==> src/design/csrmv_pkg.sv <==
// Shared types and constants for the CSR sparse matrix-vector multiplier.
`default_nettype none

package csrmv_pkg;

    // Field widths of the channels, the configuration registers and the accumulator.
    localparam int INDEX_W   = 10;
    localparam int VALUE_W   = 32;
    localparam int ROW_W     = 16;
    localparam int COLS_W    = 11;
    localparam int ROWS_W    = 17;
    localparam int ACC_W     = 64;
    localparam int CFG_IDX_W = 1;
    localparam int CFG_DATA_W = 17;

    // Vector index widened so that it can address any supported store depth.
    localparam int ADDR_EXT_W = 17;

    // Default store depth and queue depth between front and back.
    localparam int VEC_DEPTH_DEF = 1024;
    localparam int QUEUE_DEPTH   = 4;

    // Configuration register reset values.
    localparam logic [COLS_W-1:0] COLS_RESET = 11'd1024;
    localparam logic [ROWS_W-1:0] ROWS_RESET = 17'd65536;

    // Operation codes of a request.
    localparam logic [1:0] OP_VEC_WRITE = 2'd0;
    localparam logic [1:0] OP_NONZERO   = 2'd1;
    localparam logic [1:0] OP_CLOSE     = 2'd2;

    // Configuration register indexes.
    localparam logic [CFG_IDX_W-1:0] CFG_COLS = 1'd0;
    localparam logic [CFG_IDX_W-1:0] CFG_ROWS = 1'd1;

    // One classified request as it travels from the front to the back.
    typedef struct packed {
        logic                      term;    // product goes into the sum
        logic                      bad;     // column index out of range
        logic                      closes;  // this request ends the row
        logic signed [VALUE_W-1:0] value;   // matrix nonzero
        logic signed [VALUE_W-1:0] xval;    // vector entry for its column
    } t_entry;

endpackage

`default_nettype wire

==> src/design/csrmv_back.sv <==
// Back end: multiplies, accumulates per row and delivers saturated row sums.
`default_nettype none

module csrmv_back (
    input  wire logic                                  i_clk,
    input  wire logic                                  i_rst_n,
    input  wire logic [csrmv_pkg::ROWS_W-1:0]          i_rows_in_use,
    input  wire csrmv_pkg::t_entry                     i_entry,
    input  wire logic                                  i_queue_empty,
    output logic                                       o_pop,
    output logic                                       o_out_valid,
    input  wire logic                                  i_out_ready,
    output logic      [csrmv_pkg::ROW_W-1:0]           o_row_number,
    output logic signed [csrmv_pkg::VALUE_W-1:0]       o_row_sum,
    output logic                                       o_sum_saturated,
    output logic                                       o_bad_column
);

    localparam int AW  = csrmv_pkg::ACC_W;
    localparam int RW  = csrmv_pkg::ROW_W;
    localparam int QW  = csrmv_pkg::ROWS_W;
    localparam int VW  = csrmv_pkg::VALUE_W;
    localparam logic signed [AW-1:0] ACC_MAX = {1'b0, {(AW-1){1'b1}}};
    localparam logic signed [AW-1:0] ACC_MIN = {1'b1, {(AW-1){1'b0}}};

    // Saturating signed add of two accumulator-width values.
    function automatic logic signed [AW-1:0] sat_add(
        input logic signed [AW-1:0] a,
        input logic signed [AW-1:0] b
    );
        logic signed [AW-1:0] s;
        s = a + b;
        if ((a[AW-1] == b[AW-1]) && (s[AW-1] != a[AW-1])) begin
            return a[AW-1] ? ACC_MIN : ACC_MAX;
        end
        return s;
    endfunction

    // Multiply stage.
    logic                 r_m_valid, n_m_valid;
    logic                 r_m_term;
    logic                 r_m_bad;
    logic                 r_m_closes;
    logic signed [AW-1:0] r_m_prod;

    // Row state.
    logic signed [AW-1:0] r_acc, n_acc;
    logic                 r_row_bad, n_row_bad;
    logic [RW-1:0]        r_row, n_row;

    // Closed-row stage.
    logic                 r_c_valid, n_c_valid;
    logic signed [AW-1:0] r_c_acc;
    logic                 r_c_bad;
    logic [RW-1:0]        r_c_row;

    // Output register.
    logic r_out_valid, n_out_valid;

    logic                 w_out_free;
    logic                 w_c_adv;
    logic                 w_c_free;
    logic                 w_m_adv;
    logic                 w_m_free;
    logic                 w_close;
    logic signed [AW-1:0] w_sum;
    logic                 w_bad;
    logic [QW-1:0]        w_row_inc;
    logic [RW-1:0]        w_row_next;
    logic                 w_pos_sat;
    logic                 w_neg_sat;

    // Backpressure chain from the output register back to the queue.
    assign w_out_free = !r_out_valid || i_out_ready;
    assign w_c_adv    = r_c_valid && w_out_free;
    assign w_c_free   = !r_c_valid || w_c_adv;
    assign w_m_adv    = r_m_valid && (!r_m_closes || w_c_free);
    assign w_m_free   = !r_m_valid || w_m_adv;
    assign o_pop      = !i_queue_empty && w_m_free;
    assign w_close    = w_m_adv && r_m_closes;

    // Multiply stage valid.
    always_comb begin
        n_m_valid = r_m_valid;
        if (o_pop) begin
            n_m_valid = 1'b1;
        end else if (w_m_adv) begin
            n_m_valid = 1'b0;
        end
    end

    // Multiply stage payload: one exact Q32.32 product per nonzero.
    always_ff @(posedge i_clk) begin
        if (o_pop) begin
            r_m_term   <= i_entry.term;
            r_m_bad    <= i_entry.bad;
            r_m_closes <= i_entry.closes;
            r_m_prod   <= AW'(i_entry.value) * AW'(i_entry.xval);
        end
    end

    // Accumulate step and row counter advance.
    always_comb begin
        w_sum      = r_m_term ? sat_add(r_acc, r_m_prod) : r_acc;
        w_bad      = r_row_bad || r_m_bad;
        w_row_inc  = QW'(r_row) + QW'(1);
        w_row_next = (w_row_inc >= i_rows_in_use) ? '0 : w_row_inc[RW-1:0];

        n_acc     = r_acc;
        n_row_bad = r_row_bad;
        n_row     = r_row;
        if (w_close) begin
            n_acc     = '0;
            n_row_bad = 1'b0;
            n_row     = w_row_next;
        end else if (w_m_adv) begin
            n_acc     = w_sum;
            n_row_bad = w_bad;
        end
    end

    // Closed-row stage valid.
    always_comb begin
        n_c_valid = r_c_valid;
        if (w_close) begin
            n_c_valid = 1'b1;
        end else if (w_c_adv) begin
            n_c_valid = 1'b0;
        end
    end

    always_ff @(posedge i_clk) begin
        if (w_close) begin
            r_c_acc <= w_sum;
            r_c_bad <= w_bad;
            r_c_row <= r_row;
        end
    end

    // Conversion to Q16.16: floor by dropping the low bits, then clip.
    assign w_pos_sat = !r_c_acc[AW-1] && (|r_c_acc[AW-2:47]);
    assign w_neg_sat = r_c_acc[AW-1] && !(&r_c_acc[AW-2:47]);

    always_comb begin
        n_out_valid = r_out_valid;
        if (w_c_adv) begin
            n_out_valid = 1'b1;
        end else if (i_out_ready) begin
            n_out_valid = 1'b0;
        end
    end

    always_ff @(posedge i_clk) begin
        if (w_c_adv) begin
            o_row_number    <= r_c_row;
            o_sum_saturated <= w_pos_sat || w_neg_sat;
            o_bad_column    <= r_c_bad;
            if (w_pos_sat) begin
                o_row_sum <= {1'b0, {(VW-1){1'b1}}};
            end else if (w_neg_sat) begin
                o_row_sum <= {1'b1, {(VW-1){1'b0}}};
            end else begin
                o_row_sum <= r_c_acc[47:16];
            end
        end
    end

    // Control state.
    always_ff @(posedge i_clk) begin
        if (!i_rst_n) begin
            r_m_valid   <= 1'b0;
            r_c_valid   <= 1'b0;
            r_out_valid <= 1'b0;
            r_acc       <= '0;
            r_row_bad   <= 1'b0;
            r_row       <= '0;
        end else begin
            r_m_valid   <= n_m_valid;
            r_c_valid   <= n_c_valid;
            r_out_valid <= n_out_valid;
            r_acc       <= n_acc;
            r_row_bad   <= n_row_bad;
            r_row       <= n_row;
        end
    end

    assign o_out_valid = r_out_valid;

endmodule

`default_nettype wire
==> config.mk <==
export PLATFORM = sky130hd
export DESIGN_NAME = csrmv_back
export DESIGN_NICKNAME = d
export VERILOG_FILES = /design/src/design/csrmv_pkg.sv /design/src/design/csrmv_back.sv
export SDC_FILE = /design/constraint.sdc
export NUM_CORES = 2
export LEC_CHECK = 0
export ABC_AREA = 1
export BUFFER_PORTS_ARGS = -buffer_cell sky130_fd_sc_hd__buf_2
export CORE_MARGIN = 2
export CORE_UTILIZATION = 30
export DETAILED_ROUTE_END_ITERATION = 16
export SLEW_MARGIN = 20
export SYNTH_ARGS = -nofsm -noshare
export SYNTH_HDL_FRONTEND = slang
export SYNTH_SLANG_ARGS = --single-unit
==> constraint.sdc <==
create_clock -name i_clk -period 20 [get_ports i_clk]
set_clock_uncertainty 0.2 [all_clocks]
set_input_delay 1 -clock i_clk [delete_from_list [all_inputs] [get_ports i_clk]]
set_output_delay 1 -clock i_clk [all_outputs]
set_load 0.005 [all_outputs]
# Word-level counts from Yosys, hierarchy flattened
# Cells that the tools add are included.
[totals] inputBits=88 register_bits=282
[op_classes] bitwise_logic=1 n_mux=13 n_reduce_logical=26 n_eq_ne=2 order_cmp=1 n_addsub=2 multipliers=1
[op_table] cell="two-way mux 64 bit" n=4
[op_table] cell="adder 64 bit" n=1
[op_table] cell="multiplier 32 x 32 -> 64 bit" n=1
[op_table] cell="two-way mux 32 bit" n=1
[op_table] cell="adder 16 x 1 -> 17 bit, second input constant" n=1
[op_table] cell=">= comparator 17 bit" n=1
[op_table] cell="two-way mux 16 bit" n=1
[op_table] cell="AND reduction 16 bit" n=1
[op_table] cell="OR reduction 16 bit" n=1
[op_table] cell="logical AND 1 bit" n=7
[op_table] cell="logical NOT 1 bit" n=7
[op_table] cell="two-way mux 1 bit" n=7
[op_table] cell="logical OR 1 bit" n=6
[op_table] cell="nonzero test 2 bit" n=3
[op_table] cell="OR reduction 2 bit" n=1
[op_table] cell="equality test 1 bit" n=1
[op_table] cell="inequality test 1 bit" n=1
[op_table] cell="NOT 1 bit" n=1

# Logic depth before layout (Yosys ltp)
[logic_depth] depth_word=9 mapped_depth=31 depth_no_buf=30

# Worst setup path after synthesis
# OpenSTA, ideal clock, no wires.
[synth_timing] path_kind="input -> register" from="input port i_entry[63] (netlist bit)" to="register r_m_prod[63], data pin" slack_ns=11.833 t_arrival_ns=7.715 path_stages=29 path_cell_list="clkbuf_1 nand2_1 inv_1 fa_1 fa_1 inv_1 fa_1 inv_1 fa_1 inv_1 fa_1 inv_1 fa_1 inv_1 fa_1 inv_1 fa_1 ha_1 nand2_1 nor2_1 inv_1 nor2_1 inv_1 nor4_1 nand2_1 nand3_1 inv_1 nand2_1 nand2_1"
[synth_between] elab_chain_cells=1
[synth_rtl] item="from (decl)" line="csrmv_back.sv:8" text="input wire csrmv_pkg::t_entry i_entry,"
[synth_rtl] item="multiplier 32 x 32 -> 64 bit" line="csrmv_back.sv:98" text="r_m_prod <= AW'(i_entry.value) * AW'(i_entry.xval);"
[synth_rtl] item="to (signal assigned)" line="csrmv_back.sv:98"
[synth_rtl] item="to (decl)" line="csrmv_back.sv:44" text="logic signed [AW-1:0] r_m_prod;"
# Every way passes these cells.
# A chain may end at the register's enable or synchronous reset.

# Final worst setup path
[layout_timing] from="input port i_entry[8] (netlist bit)" to="register r_m_prod[61], data pin"
# Same word-level chain as after synthesis.

==> results.md <==
- The number of port buffers is ~140.
- After synthesis, the netlist uses between 40 and 50 different library cells.
- The cell count after synthesis came out at 6888.
- The first-pass GRT wire length is ~260 mm.
- Of all nets on the critical path, the largest fanout is 32.
- The Yosys step of the flow raised 0 warnings.
- The via count of the first global-routing pass is between 40k and 50k.
- The tightest slew margin relative to the limit is 32.2%.
- The routability congestion estimate from global placement is between 0.9 and 1.
- The flop and latch count out of synthesis is approximately 270.
- After layout, the minimum clock period comes to 8.87 ns.
- In the layout the commonest cells are 1972 x inv_1, 1887 x nand2_1, 1083 x fa_1, 303 x nor2_1, 269 x a21oi_1.
- Measured in cells, the most critical reg-to-reg path has a length of 10.
- The I/O pin total is 140.
- The starting utilization of the core area is a little under a third.
- At the end of the flow, the number of nets in the layout was 8298.
- The share of synthesized area in the top cell type comes to 40.3%.
- The pin slew with the least headroom to its limit is between 1 and 1.5 ns.
- The number of violations reported at the end of detailed-routing iteration 0 is about 2.8k.
- The synthesized design contains around 180 enable-type register cells.
- Sequential cells were found to cover around an eighth of the synthesized design area.
- In this run the number of H-tree levels came out at 1.
- The number of violations of the max-capacitance limit is 0.
- No sink is reached through more buffers than the 3 on the longest clock path.
- The DRC violation count after routing is 0.
- The critical path launch point type is an input port.
- The area inside the core boundary is 178000 µm².
- CTS placed an instance of clkbuf_16 at the clock tree root.
- The total number of clock tree sinks is 266.
- The number of nets handed over by synthesis was roughly 8.3k.
- In the final routed layout, each cell accounts on average for approximately 17 µm.
- The synthesis-to-layout area growth is 7.58%.
- In this run the cell area of the synthesized design comes to approximately 54000 µm².
- The final max-slew violation count came to 0.
- The floorplan step set the die width to between 400 and 500 µm.
- The residual antenna-violating net count after detailed routing is 0.
- The count of endpoints failing setup in the final report is 0.
- The peak per-stage delay on the critical path is about 0.91 ns.
- After clock tree synthesis, the clock-pin slew on the worst setup and hold paths is 0.06 ns.
- The fraction of layout instances using a drive strength above 1 is 4.28%.
- Setup repair after global routing left no endpoint under its margin.
- The clock latency of the later-clocked register in the worst-skew pair is 0.59 ns.
- The number of endpoints with negative hold slack in the final report was 0.
- The required time at the worst-slack endpoint is between 20 and 25 ns.
- The iteration count of the initial detailed-routing pass is 5.
- The floorplan step set the die height to between 400 and 500 µm.
- The worst hold path belongs to the class reg2reg.
- STA puts the critical path data arrival time at between 9 and 10 ns.
- The most numerous cell on the critical path is fa_1.
- The floorplan has approximately 160 rows.
- The routed layout has 42.5k vias.
- The most area-hungry cell type in the Yosys netlist is fa_1.
- The worst hold path was traced through 0 stages.
- The initial antenna violation count is 13.
- The total CTS buffers is 31.
- Hold repair after CTS inserted 0 buffers.
- The aggregate global routing overflow is 0.
- The slowest stage of the critical path belongs to the cell fa_1.
- The half-perimeter wire length of the detailed placement result is 135 mm.
- The setup fix buffers added after clock tree synthesis is 0.
- The largest net degree at the start of global routing is between 60 and 70.
- The peak clock frequency supported by timing is between 100 and 150 MHz.
- For this run, the leading register cell type out of synthesis is edfxtp_1.
- TritonCTS built the clock tree.
- Gates resized during post-CTS repair numbered 0.
- The library cell used most frequently in the layout, excluding fill and tap cells, is inv_1.
- The worst path uses roughly 44% of the clock period.
- The total global-route track usage is 17.8%.
- The run finished with clean final reports.
- The routed design has 160 mm of wire.
- For this run, asynchronously set or reset flops after synthesis account for 0%.
- The detail-routed via count per cell is 4.60.
- Sorting the synthesized cells by area gives the leading types as fa_1 40%, inv_1 14%, nand2_1 13%.
- The summed negative setup slack over all endpoints is 0 ns.
- The area enclosed by the die boundary is roughly 180000 µm².
- STA classifies the critical path endpoint as a register.
- The worst setup path is of the in2reg kind.
- The per-instance average area after synthesis is about 8 µm².
per-stage QoR:
step / util, % / hold WS [ns] / cells / worst slack [ns] / cell area [µm²]
floorplan: - / 0.200 / 6888 / 11.83 / 53900
global route: 32.5 / 0.225 / 9245 / 10.53 / 57900
detailed placement: 31.9 / 0.208 / 9184 / 10.45 / 56900
global placement: 31.9 / 0.205 / 9184 / 10.45 / 56900
CTS: 32.5 / 0.222 / 9242 / 11.10 / 57900
finish: 32.5 / 0.219 / 9245 / 11.13 / 57900
final cells by class:
| cell class | instances | area (µm²) |
|---|---|---|
| antenna | 3 | 7.51 |
| clock buffer | 37 | 818 |
| clock inverter | 21 | 262 |
| fill | 19000 | 120000 |
| inverter | 1987 | 7460 |
| multi-input combinational | 4399 | 38300 |
| sequential | 266 | 7150 |
| tap | 2355 | 2950 |
| timing repair buffer | 177 | 981 |
Yosys cell counts, types with 42 or more instances:
library cell / n
nand2_1: 1887
dfxtp_1: 84
inv_1: 1973
nand4_1: 42
o21ai_0: 146
nand3_1: 143
ha_1: 265
nor2_1: 305
xor2_1: 85
a21oi_1: 269
edfxtp_1: 182
fa_1: 1083
clkbuf_1: 210
sequential cells by signal, indices dropped and copies added (netlist names), named ones only:
register / count
r_row_bad: 1
r_m_valid: 1
r_acc: 48
r_m_bad: 1
r_m_prod: 64
r_c_acc: 48
o_row_number: 16
o_out_valid: 1
o_bad_column: 1
r_row: 16
r_m_closes: 1
r_c_valid: 1
o_row_sum: 32
o_sum_saturated: 1
r_c_row: 16
r_c_bad: 1
r_m_term: 1
critical path, delay by kind of cell:
family                   cells  cell delay [ns]
AO/OA/AOI/OAI                5             1.08
adder cells (fa/ha/maj)      9             5.02
AND/OR/NAND/NOR              5             0.55
buffers and inverters        6             1.36
metal layers:
layer | GRT usage, % | vias up | part of all wire (%)
li1 | - | 19800 | -
met5 | 0 | - | 0.048
met2 | 30.4 | 1183 | 47
met1 | 24.3 | 21300 | 45
met4 | 4.58 | 12 | 2.8
met3 | 1.73 | 248 | 5.0
worst paths after layout:
kind	from	end	slack, ns
hold reg to reg	r_c_row[1]$_DFFE_PP_	o_row_number[1]$_DFFE_PP_	0.22
setup reg to reg	r_m_prod[56]$_DFFE_PP_	register	16.21
setup / recovery	i_entry[8]	r_m_prod[61]$_DFFE_PP_	11.13
hold / removal	r_c_row[1]$_DFFE_PP_	o_row_number[1]$_DFFE_PP_	0.22
cells by family after synthesis:
group / synth area share (%)
AND/OR/NAND/NOR: 18.3
buffers and inverters: 15.7
adder cells (fa/ha/maj): 46.4
AO/OA/AOI/OAI: 4.63
flip-flops: 13.3
XOR/XNOR: 1.69
multiplexers: 0.0186
Power is left out: the tool's default activity adds up to more than one toggle a clock period on the data nets, which glitch-free logic cannot reach.
