<file path="config.mk">
export PLATFORM = sky130hd
export DESIGN_NAME = csrmv_queue
export DESIGN_NICKNAME = d
export VERILOG_FILES = /design/src/design/csrmv_queue.sv
export SDC_FILE = /design/constraint.sdc
export NUM_CORES = 1
export LEC_CHECK = 0
export ABC_AREA = 1
export BUFFER_PORTS_ARGS = -buffer_cell sky130_fd_sc_hd__buf_2
export CORE_MARGIN = 1
export CORE_UTILIZATION = 60
export DETAILED_ROUTE_END_ITERATION = 16
export PLACE_DENSITY_LB_ADDON = 0.12
export SLEW_MARGIN = 0
export SYNTH_ARGS = -nofsm -noshare
export SYNTH_HDL_FRONTEND = slang
export SYNTH_SLANG_ARGS = --single-unit
</file>
<file path="constraint.sdc">
create_clock -name i_clk -period 3.5 [get_ports i_clk]
set_input_delay 0 -clock i_clk [delete_from_list [all_inputs] [get_ports i_clk]]
set_output_delay 0 -clock i_clk [all_outputs]
set_load 0.02 [all_outputs]
</file>
<file path="src/design/csrmv_queue.sv">
// Small first-in first-out queue that decouples the front from the back.
`default_nettype none

module csrmv_queue #(
    parameter int WIDTH = 8,
    parameter int DEPTH = 4
) (
    input  wire logic             i_clk,
    input  wire logic             i_rst_n,
    input  wire logic             i_push,
    input  wire logic [WIDTH-1:0] i_data,
    output logic                  o_full,
    input  wire logic             i_pop,
    output logic                  o_empty,
    output logic      [WIDTH-1:0] o_data
);

    localparam int PW = (DEPTH > 1) ? $clog2(DEPTH) : 1;
    localparam int CW = $clog2(DEPTH + 1);
    localparam logic [PW-1:0] LAST_PTR = PW'(DEPTH - 1);
    localparam logic [CW-1:0] FULL_CNT = CW'(DEPTH);

    logic [WIDTH-1:0] r_slot [DEPTH];
    logic [PW-1:0]    r_wr_ptr, n_wr_ptr;
    logic [PW-1:0]    r_rd_ptr, n_rd_ptr;
    logic [CW-1:0]    r_count, n_count;

    assign o_full  = (r_count == FULL_CNT);
    assign o_empty = (r_count == '0);
    assign o_data  = r_slot[r_rd_ptr];

    // Pointer and fill count update.
    always_comb begin
        n_wr_ptr = r_wr_ptr;
        n_rd_ptr = r_rd_ptr;
        n_count  = r_count;
        if (i_push) begin
            n_wr_ptr = (r_wr_ptr == LAST_PTR) ? '0 : r_wr_ptr + PW'(1);
        end
        if (i_pop) begin
            n_rd_ptr = (r_rd_ptr == LAST_PTR) ? '0 : r_rd_ptr + PW'(1);
        end
        if (i_push && !i_pop) begin
            n_count = r_count + CW'(1);
        end else if (i_pop && !i_push) begin
            n_count = r_count - CW'(1);
        end
    end

    always_ff @(posedge i_clk) begin
        if (!i_rst_n) begin
            r_wr_ptr <= '0;
            r_rd_ptr <= '0;
            r_count  <= '0;
        end else begin
            r_wr_ptr <= n_wr_ptr;
            r_rd_ptr <= n_rd_ptr;
            r_count  <= n_count;
        end
    end

    // Storage slots.
    always_ff @(posedge i_clk) begin
        if (i_push) begin
            r_slot[r_wr_ptr] <= i_data;
        end
    end

endmodule

`default_nettype wire

</file>
### Word-level counts from Yosys, hierarchy flattened

Memory sizes are Yosys's and may differ from the RTL's. A register that Yosys moved wholly into a read port is not among the register bits.
Index checks and enable logic that the tools add are counted.

| storage, ports and cells | value |
|---|---|
| bits in writable memories | 32 |
| memories kept | 1 |
| bits of input ports | 12 |
| output and inout bits | 10 |
| flip-flop bits (word level) | 7 |
| logic and storage cells | 25 |

| operators by class | value |
|---|---|
| eq/ne operators | 3 |
| mux-type cells | 8 |
| reduce and logical (&&, ||, !) cells | 6 |
| add/sub/neg operators | 4 |

Memories:

| memory | depth | bits a word | read ports | clocked after Yosys merged registers in | wr ports | RTL line | text |
|---|---|---|---|---|---|---|---|
| r_slot | 4 | 8 | 1 | 1 | 1 | 23 | `logic [WIDTH-1:0] r_slot [DEPTH];` |

Operators with widths:

| operator | number |
|---|---|
| $mux 2 | 4 |
| $mux 3 | 2 |
| $add 2x1->2 const B | 2 |
| $eq 2x2->1 const B | 2 |
| $add 3x1->3 const B | 1 |
| $eq 3x3->1 const B | 1 |
| $logic_not 3->1 | 1 |
| $sub 3x1->3 const B | 1 |
| $logic_and 1x1->1 | 2 |
| $logic_not 1->1 | 2 |
| $mux 1 | 2 |
| $reduce_bool 2->1 | 1 |

### Logic depth before layout (Yosys ltp)

Gate-level depths: netlist of run 1.

| depth | value |
|---|---|
| depth after elaboration | 4 |
| mapped depth | 10 |

### Worst setup path before layout of run 1

Ideal clock, no wire load.

| path | value |
|---|---|
| path kind | register to register |
| start point | register r_count[0] |
| end point | register r_count[2] |
| required time | 3.390 ns |
| stages on the path, launching flop included | 8 |
| path slack | 2.352 ns |
| data arrival time | 1.039 ns |
| period minus slack after synthesis | 1.148 ns |
| path buffers | 0 |
| cells stage by stage | dfxtp_1 > fa_1 > inv_1 > nand2_1 > nand3_1 > nand2_1 > inv_1 > nor2_1 |

| between the ends | value |
|---|---|
| longest elaborated chain between the ends | 3 |
| elaborated cells between the ends (all ways) | 4 |

RTL lines:

| what | RTL line | text |
|---|---|---|
| start, declared | 26 | `logic [CW-1:0] r_count, n_count;` |
| start signal, assigned | 58 | `r_count <= n_count;` |
| $sub 3x1->3 | 46 | `n_count = r_count - CW'(1);` |
| $mux 3 | 45 | `end else if (i_pop && !i_push) begin` |
| $mux 3 (*) | 43 | `if (i_push && !i_pop) begin` |

Mark *: on every way between the ends. The rest lies on a longest branch, timed or not. The select of a mux whose other input is x is not followed.
A chain may end at the register's enable or synchronous reset.

==> flow_summary.toml, run 1 <==
[outcome]
status = "finished clean"

[worst_setup_path]
critPathMaxStageDelay_ps = 650
path_cells = "inv_2 > o21ai_0 > o22ai_1 > buf_2"
reg2reg_from = "r_count[0]"
end_kind = "output port"
crit_end = "o_data[7]"
arrival_ps = 1710
critical_path_required_ps = 3500
crit_fanout = 17
cp-start-kind = "register"
cp_slowest_cell = "dfxtp_1"
critPathKind = "register to output port"
r2r-end = "r_count[2]"
reg2reg_setup_slack_ps = 2210
reg2reg_depth = 7

[placed_design]
place_congestion = 0.770
port_buffers = 21
dp_hpwl_um = 1770
pre_cts_ws_ps = 2170

[sta]
period_share_pct = 48.8
max_slew_margin_pct = 66.7
max_freq_ghz = 0.586
slew_viol_final = 0
final_hold_viol_count = 0
rsz0062_at_grt = "no"
setup_ws_ps = 1790
fin_skew_ps = 8.70
fin_crit_ps = 1710
setup_viol = 0
tightestPinTransition_ps = 499
fin_hold_ws_ps = 29.7
finalSetupTns_ps = 0

[finish]
fill_cells = 175
antennaDiodeCount = 0
multiInputGateArea_um2 = 428
ff_latch_area_um2 = 1140
utilization_pct = 75.4
area_delta_synth_final_pct = 16.1
drive_gt1_share_pct = 18.7
fin_nets = 190

[die]
core_region_area_um2 = 2540
die_h_um = 54.5
io_pins = 22
die_w_um = 54.5
rows = 18
die-area_um2 = 2970
start_util_pct = 64.9

[clock_tree]
clock_latency_ps = 330
ctsHoldBuffers = 10
cts_tree = "done"
cts_max_level = 2
ctsRootBufferMaster = "clkbuf_4"
clockBufferDepth = 2
cts_made_buffers = 5
clk_pin_slew_ps = 110
post_cts_buffers = 0
cts_resized = 0
cts.sinks = 41

[synthesis]
syn-instance-count = 135
synth_area_um2 = 1650
syn_nets = 154
avgSynthCellArea_um2 = 12.2
synth.top_cells.by_count = "32 x edfxtp_1, 22 x nor2_1, 15 x inv_1, 15 x o21ai_0, 9 x dfxtp_1"
async_reset_ff_share_pct = 0
yosys.area.top_type = "edfxtp_1"
synth_cell_types = 19
synth_edf_count = 32
synth_seq_cells = 41
synthMostInstantiatedCell = "edfxtp_1"
synth_top_cell_area_share_pct = 58.2
synth_warnings = 0
synth-main-ff-cell = "edfxtp_1"
seq_area_frac_synth_pct = 69.1
ys_top_cells_by_area = "edfxtp_1 58%, dfxtp_1 11%, nor2_1 5.0%"

[global_routing]
grt_remaining_overflow = 0
antenna_found_initial = 0
met2_usage_pct = 36.2
grt_start_max_net_pins = 18
grt_use_met1_pct = 22.9
grt_usage_pct = 21.5
grt_pass1_vias = 995
grt_first_pass_wirelength_um = 4110
globalRouteMet3Util_pct = 9.17
grt_busiest_layer = "met2"

[worst_hold_path]
hold_class = "input pin to register"

[drt]
num_vias = 1087
drt_pass1_iterations = 4
wire_per_inst_um = 13.1
ant_nets = 0
drc = 0
post_drt_via_cell_ratio = 5.41
wl_um = 2640
drt_iter0_drc = 17

[flow_run]
max-cap-violations = 0

[pwr]
ir_drop_uv = 460
power_uw = 916
power.density_nw_per_um2 = 477
power_leakage_uw = 0.000780
-- logic make-up (layout without fill, tap and decap cells) --
kind of cell / Yosys count / count (layout) / synth area share [%]
AO/OA/AOI/OAI: 30 / 30 / 10.2
flip-flops: 41 / 41 / 69.1
XOR/XNOR: 1 / 1 / 0.530
AND/OR/NAND/NOR: 38 / 38 / 9.47
adder cells (fa/ha/maj): 7 / 7 / 5.76
buffers and inverters: 18 / 54 / 5.00
-- worst min-delay path by stage --
| stage | start | end | slack (ps) | cells past startpoint |
|---|---|---|---|---|
| 2_1_floorplan | i_data[0] | r_slot[0][0] | 100 | 0 |
| 3_3_place_gp | i_data[5] | r_slot[1][5] | 210 | 1 |
| 3_5_place_dp | i_data[4] | r_slot[2][4] | 220 | 1 |
| 4_1_cts | i_push | r_wr_ptr[1] | 20 | 3 |
| 5_1_grt | i_push | r_wr_ptr[1] | 20 | 3 |
| 6_report | i_push | r_wr_ptr[1] | 30 | 3 |
-- flip-flops by register name, indices dropped and copies added, names as in the netlist, named ones only --
| name | flops |
|---|---|
| r_slot | 32 |
| r_count | 3 |
| r_wr_ptr | 2 |
| r_rd_ptr | 2 |
-- area by class of cell --
class,instances,area share [%]
flip-flops and latches,41,59.5
inverters,16,3.13
repair buffers,31,10.7
multi-input cells,76,22.3
clock inverters,1,0.261
clock buffers,6,2.15
well taps,30,1.96
-- critical path, delay by kind of cell, from the launching register on --
family / cells / cell delay (ps)
buf+inv: 2 / 420
flops: 1 / 650
compound gates: 2 / 300
-- power by group --
part	switching, uW	leakage [uW]	internal, uW
Clock	131	0.0000281	74.1
Combinational	87.2	0.000384	53.5
Sequential	18.2	0.000369	552
-- metrics by stage --
stage	instance area [um^2]	cells
2_1_floorplan	1650	135
3_3_place_gp	1770	184
3_5_place_dp	1770	184
4_1_cts	1920	201
5_1_grt	1920	201
6_report	1920	201
-- cells in the final DEF (no fill, tap or decap), drive strengths merged, types with 6 or more instances in the layout --
master	n
inv	16
dfxtp	9
o22ai	8
clkbuf	6
dlygate4sd3	10
ha	6
edfxtp	32
nor2	24
nand2	8
o21ai	19
buf	21
-- metal layers --
metal	wire length, um	up-vias
met1	1050	501
met2	1370	34
li1	-	545
met3	157	7
met5	0	-
met4	61	0
Note: power is estimated with default switching activity, not from simulation.
==> inputs of run 2 (changes only) <==
--- a/config.mk
+++ b/config.mk
@@ -5,10 +5,10 @@
 export SDC_FILE = /design/constraint.sdc
 export NUM_CORES = 1
 export LEC_CHECK = 0
-export ABC_AREA = 1
+export ABC_AREA = 0
 export BUFFER_PORTS_ARGS = -buffer_cell sky130_fd_sc_hd__buf_2
 export CORE_MARGIN = 1
-export CORE_UTILIZATION = 60
+export CORE_UTILIZATION = 55
 export DETAILED_ROUTE_END_ITERATION = 16
 export PLACE_DENSITY_LB_ADDON = 0.12
 export SLEW_MARGIN = 0
==> constraint.sdc (replaced) <==
create_clock -name i_clk -period 1.8 [get_ports i_clk]
set_input_delay 0 -clock i_clk [delete_from_list [all_inputs] [get_ports i_clk]]
set_output_delay 0 -clock i_clk [all_outputs]
set_load 0.02 [all_outputs]
==> run 2 against run 1 <==
- final area is essentially flat
- sequential power is 95% higher
- critical path depth shrank 1
- wire length decreased by 10%
- area after synthesis is 2.2% lower
- clock power grew to 2.8 times the previous value
- combinational power is 84% higher
- clock skew fell by 0.57 ps
- global-route usage shrank 3.7 points
- count of clock-buffer cells in the layout did not move
- critical endpoint is now o_data[6]
==> flow_summary.toml, run 2 <==
[synthesis]
syn-instance-count = 86
synth-main-ff-cell = "edfxtp_1"
yosys.area.top_type = "edfxtp_1"
avgSynthCellArea_um2 = 18.8
synthMostInstantiatedCell = "edfxtp_1"
synth_edf_count = 32
syn_nets = 105
async_reset_ff_share_pct = 0
synth_top_cell_area_share_pct = 59.5
synth_area_um2 = 1620
synth.top_cells.by_count = "32 x edfxtp_1, 9 x dfxtp_1, 8 x mux4_2, 6 x ha_1"
synth_cell_types = 20
ys_top_cells_by_area = "edfxtp_1 59%, dfxtp_1 11%, mux4_2 11%"
synth_warnings = 0
synth_seq_cells = 41
seq_area_frac_synth_pct = 70.6

[clock_tree]
cts_tree = "done"
clk_pin_slew_ps = 110
post_cts_buffers = 0
ctsRootBufferMaster = "clkbuf_4"
clock_latency_ps = 350
cts_resized = 0
cts_max_level = 2
cts.sinks = 41
clockBufferDepth = 2
cts_made_buffers = 5

[finish]
final_common_cell = "edfxtp_1"
drive_gt1_share_pct = 30.1
final_cell_mix = "32 x edfxtp_1, 21 x buf_2, 9 x dfxtp_1, 9 x dlygate4sd3_1, 8 x mux4_2"
antennaDiodeCount = 0
area_delta_synth_final_pct = 18.7
fill_cells = 192
regMostFlops = "r_slot"
fin_nets = 141
top_regs = "r_slot x32, r_count x3"
largest_reg_flops = 32
finalNonFillerCells = 154

[sta]
tightestPinTransition_ps = 440
period_share_pct = 86.3
setup_viol = 0
final_hold_viol_count = 0
slew_viol_final = 0
fin_skew_ps = 8.13
rsz0062_at_grt = "no"
finalSetupTns_ps = 0
fin_crit_ps = 1550
max_freq_ghz = 0.643
max_slew_margin_pct = 70.7

[drt]
drt_pass1_iterations = 4
post_drt_via_cell_ratio = 5.31
num_vias = 817
wire_per_inst_um = 15.4
wl_um = 2370
ant_nets = 0
drt_iter0_drc = 13
drc = 0

[die]
die-area_um2 = 3160
core_region_area_um2 = 2760
start_util_pct = 58.6
io_pins = 22
rows = 19
die_w_um = 56.2
die_h_um = 56.2

[pwr]
seqPwrFrac_pct = 57.1
ir_drop_uv = 802
power.density_nw_per_um2 = 1010
combPwrFrac_pct = 13.4
p_clk_share_pct = 29.5
power_leakage_uw = 0.000717
p_switching_uw = 449
p_int_uw = 1490
p_sw_share_pct = 23.1

[placed_design]
dp_hpwl_um = 1560
place_congestion = 0.634
port_buffers = 21
dp_cells = 137

[flow_run]
max-cap-violations = 0

[worst_setup_path]
critPathMaxStageDelay_ps = 520
arrival_ps = 1550
path_cells = "buf_4 > mux4_2 > buf_2"
r2r-end = "r_count[2]"
cp-start-kind = "register"
crit_fanout = 8
cp_slowest_cell = "mux4_2"
crit_end = "o_data[6]"
critPathKind = "register to output port"
critical_path_required_ps = 1800
reg2reg_setup_slack_ps = 320
reg2reg_from = "r_count[0]"
reg2reg_depth = 4
end_kind = "output port"

[global_routing]
grt_pass1_vias = 848
grt_remaining_overflow = 0
grt_first_pass_wirelength_um = 3950
antenna_found_initial = 0
grt_usage_pct = 17.9
grt_start_max_net_pins = 14

[outcome]
status = "finished clean"

[worst_hold_path]
hold_class = "input pin to register"
==> run 2: cell count changes after synthesis, sizes merged, moves of 8 or more <==
cell   change
nor2      -23
mux4       +8
o22ai      -8
nand2      -8
inv       -12
o21ai     -18
==> run 2: area by class of cell <==
class / instances / area, um^2 / area share (%)
repair buffers: 31 / 203 / 10.6
multi-input cells: 39 / 443 / 23.1
flip-flops and latches: 41 / 1140 / 59.5
well taps: 31 / 38.8 / 2.02
inverters: 4 / 15.0 / 0.783
clock inverters: 2 / 35.0 / 1.83
clock buffers: 6 / 41.3 / 2.15
==> run 2: how the worst min path moves through the flow <==
stage / start / cells after the start / slack, ps / end
floorplan: i_data[0] / 0 / 100 / r_slot[0][0]
detailed placement: i_data[7] / 1 / 230 / r_slot[2][7]
CTS: i_pop / 3 / 30 / r_rd_ptr[0]
finish: i_push / 3 / 40 / r_wr_ptr[0]
global route: i_pop / 3 / 30 / r_rd_ptr[0]
global placement: i_data[0] / 1 / 210 / r_slot[0][0]
==> run 2: repair_timing <==
| action | CTS | global route |
|---|---|---|
| hold endpoints to repair | 41 | 0 |
| endpoints found under the setup margin | 0 | 0 |
| hold buffers | 9 | 0 |
==> run 2: critical path: cells and delay by family (launching register included) <==
kind | cells | cell delay (ps)
flops | 1 | 330
buf+inv | 2 | 370
mux | 1 | 520
==> run 2: kinds of logic (layout without fill, tap and decap cells) <==
kind of cell / count (synthesis) / after routing / synth area share [%]
fa+ha+maj: 7 / 7 / 5.89
compound gates: 3 / 3 / 1.24
flops: 41 / 41 / 70.6
xor+xnor: 2 / 2 / 1.08
mux: 12 / 12 / 13.6
buf+inv: 6 / 43 / 1.94
simple gates: 15 / 15 / 5.58
==> run 2: per-layer routing <==
metal	GRT usage [%]	share of wire, %	wire length, um	up-vias
met5	0	0	0	-
met3	5.35	5.2	122	4
met1	20.7	44	1040	398
met2	28.7	49	1160	18
met4	11.8	1.7	40	0
li1	-	-	-	397
==> run 2: power by group through the flow <==
| stage | Sequential (uW) | Combinational, uW | Clock [uW] |
|---|---|---|---|
| floorplan | 1120 | 179 | 0 |
| global placement | 1130 | 242 | 0 |
| detailed placement | 1130 | 250 | 0 |
| CTS | 1110 | 265 | 590 |
| global route | 1120 | 290 | 619 |
| finish | 1110 | 260 | 573 |
==> run 2: stage by stage <==
| stage | area [um^2] | hold slack [ps] | worst slack, ps | util (%) | total power [uW] |
|---|---|---|---|---|---|
| detailed placement | 1750 | 226 | 288 | 63.5 | 1380 |
| CTS | 1920 | 26.6 | 213 | 69.5 | 1960 |
| global placement | 1750 | 212 | 379 | 63.5 | 1370 |
| floorplan | 1620 | 98.9 | 407 | - | 1300 |
| finish | 1920 | 36.7 | 246 | 69.5 | 1940 |
| global route | 1920 | 29.3 | 164 | 69.5 | 2020 |
==> inputs of run 3 (changes only) <==
--- a/config.mk
+++ b/config.mk
@@ -10,7 +10,7 @@
 export CORE_MARGIN = 1
 export CORE_UTILIZATION = 55
 export DETAILED_ROUTE_END_ITERATION = 16
-export PLACE_DENSITY_LB_ADDON = 0.12
+export PLACE_DENSITY = 0.88
 export SLEW_MARGIN = 0
 export SYNTH_ARGS = -nofsm -noshare
 export SYNTH_HDL_FRONTEND = slang
==> run 3 against run 2 <==
- maximum frequency decreased by 0.26%
- worst hold slack got worse by 15 ps
- combinational power grew 3%
- count of clock-buffer cells in the layout unchanged
- non-clock buffer count did not move
- wire length grew 2.8%
- die area unchanged
- critical path type unchanged
- highest routed layer unchanged
==> flow_summary.toml, run 3 (synthesis gave the netlist of run 2 again) <==
[outcome]
status = "finished clean"

[drt]
drt_iter0_drc = 12
ant_nets = 0
drt_pass1_iterations = 4
num_vias = 831
wl_um = 2430
post_drt_via_cell_ratio = 5.40
wire_per_inst_um = 15.8
drc = 0

[sta]
max_slew_margin_pct = 71.8
rsz0062_at_grt = "no"
finalSetupTns_ps = 0
fin_crit_ps = 1560
fin_hold_ws_ps = 21.8
max_freq_ghz = 0.642
fin_skew_ps = 11.2
slew_viol_final = 0
tightestPinTransition_ps = 423
period_share_pct = 86.6
final_hold_viol_count = 0
setup_ws_ps = 242
setup_viol = 0

[clock_tree]
cts_max_level = 2
cts.sinks = 41
clock_latency_ps = 330
clk_pin_slew_ps = 110
post_cts_buffers = 0
ctsRootBufferMaster = "clkbuf_4"
clockBufferDepth = 2
ctsHoldBuffers = 9
cts_made_buffers = 5
cts_tree = "done"
cts_resized = 0

[placed_design]
place_area_um2 = 1750
place_congestion = 0.674
port_buffers = 21
dp_hpwl_um = 1760
pre_cts_ws_ps = 293

[pwr]
power_leakage_uw = 0.000710
power.density_nw_per_um2 = 960
ir_drop_uv = 933

[worst_setup_path]
crit_fanout = 8
arrival_ps = 1560
r2r-end = "r_count[2]"
reg2reg_from = "r_count[0]"
reg2reg_depth = 4
cp-start-kind = "register"
critPathKind = "register to output port"
critical_path_required_ps = 1800
end_kind = "output port"
reg2reg_setup_slack_ps = 290

[global_routing]
grt_pass1_vias = 888
grt_start_max_net_pins = 13
grt_remaining_overflow = 0
grt_usage_pct = 17.8
grt_first_pass_wirelength_um = 4030
antenna_found_initial = 0

[die]
rows = 19
die-area_um2 = 3160
die_w_um = 56.2
die_h_um = 56.2
core_region_area_um2 = 2760
start_util_pct = 58.6
io_pins = 22

[finish]
final_common_cell = "edfxtp_1"
antennaDiodeCount = 0
top_regs = "r_slot x32, r_count x3"
final_area_um2 = 1900
fin_nets = 141
utilization_pct = 68.9
area_delta_synth_final_pct = 17.7
regMostFlops = "r_slot"
largest_reg_flops = 32
drive_gt1_share_pct = 30.1
final_cell_mix = "32 x edfxtp_1, 21 x buf_2, 9 x dfxtp_1, 9 x dlygate4sd3_1, 8 x mux4_2"
fill_cells = 194

[flow_run]
max-cap-violations = 0

[worst_hold_path]
worstHoldStart = "i_push"
hold_end = "r_wr_ptr[1]"
hold_class = "input pin to register"
whs_path_depth = 3
run 3: cell count changes in the layout (fill, tap and decap cells not counted):
cell and change:
bufinv_16 -1, clkbuf_1 -1, clkbuf_8 +1, clkinv_1 +1
run 3: worst max-delay path, stage by stage, from the launching register on:
cell	delay (ps)
dfxtp_1	330
buf_4	200
mux4_2	520
buf_2	170
run 3: through the flow:
| step | power (uW) | instances |
|---|---|---|
| after CTS | 1850 | 154 |
| after global placement | 1370 | 137 |
| after global routing | 1910 | 154 |
| after detailed placement | 1390 | 137 |
| after floorplan | 1300 | 86 |
| final | 1830 | 154 |
run 3: worst max path at each step:
stage                     from          to  slack, ps  cells after the start
CTS                   register   o_data[2]        190                      3
global placement         i_pop  r_count[2]        380                      8
finish                register   o_data[4]        240                      3
global route          register   o_data[4]        140                      3
floorplan           r_count[0]  r_count[2]        410                      4
detailed placement       i_pop  r_count[2]        290                      8
run 3: report_power, final:
group | leakage, uW | internal, uW | switching (uW) | total, uW
registers | 0.000368 | 1080 | 33.2 | 1110
logic | 0.000307 | 126 | 140 | 267
clock network | 0.0000357 | 184 | 265 | 449
total | 0.000710 | 1390 | 439 | 1830
run 3: cell type report:
type	instances	area (um^2)	area share (%)
flip-flops and latches	41	1140	60.0
multi-input cells	39	443	23.3
repair buffers	31	203	10.7
clock buffers	6	51.3	2.70
well taps	31	38.8	2.04
inverters	4	15.0	0.790
clock inverters	2	8.76	0.461
run 3: layer usage:
| metal | vias to the layer above | track usage [%] | wire [um] |
|---|---|---|---|
| met5 | - | 0 | 0 |
| met4 | 0 | 6.27 | 30 |
| met3 | 4 | 6.28 | 105 |
| met2 | 19 | 31.1 | 1310 |
| met1 | 412 | 20.2 | 992 |
| li1 | 396 | - | - |
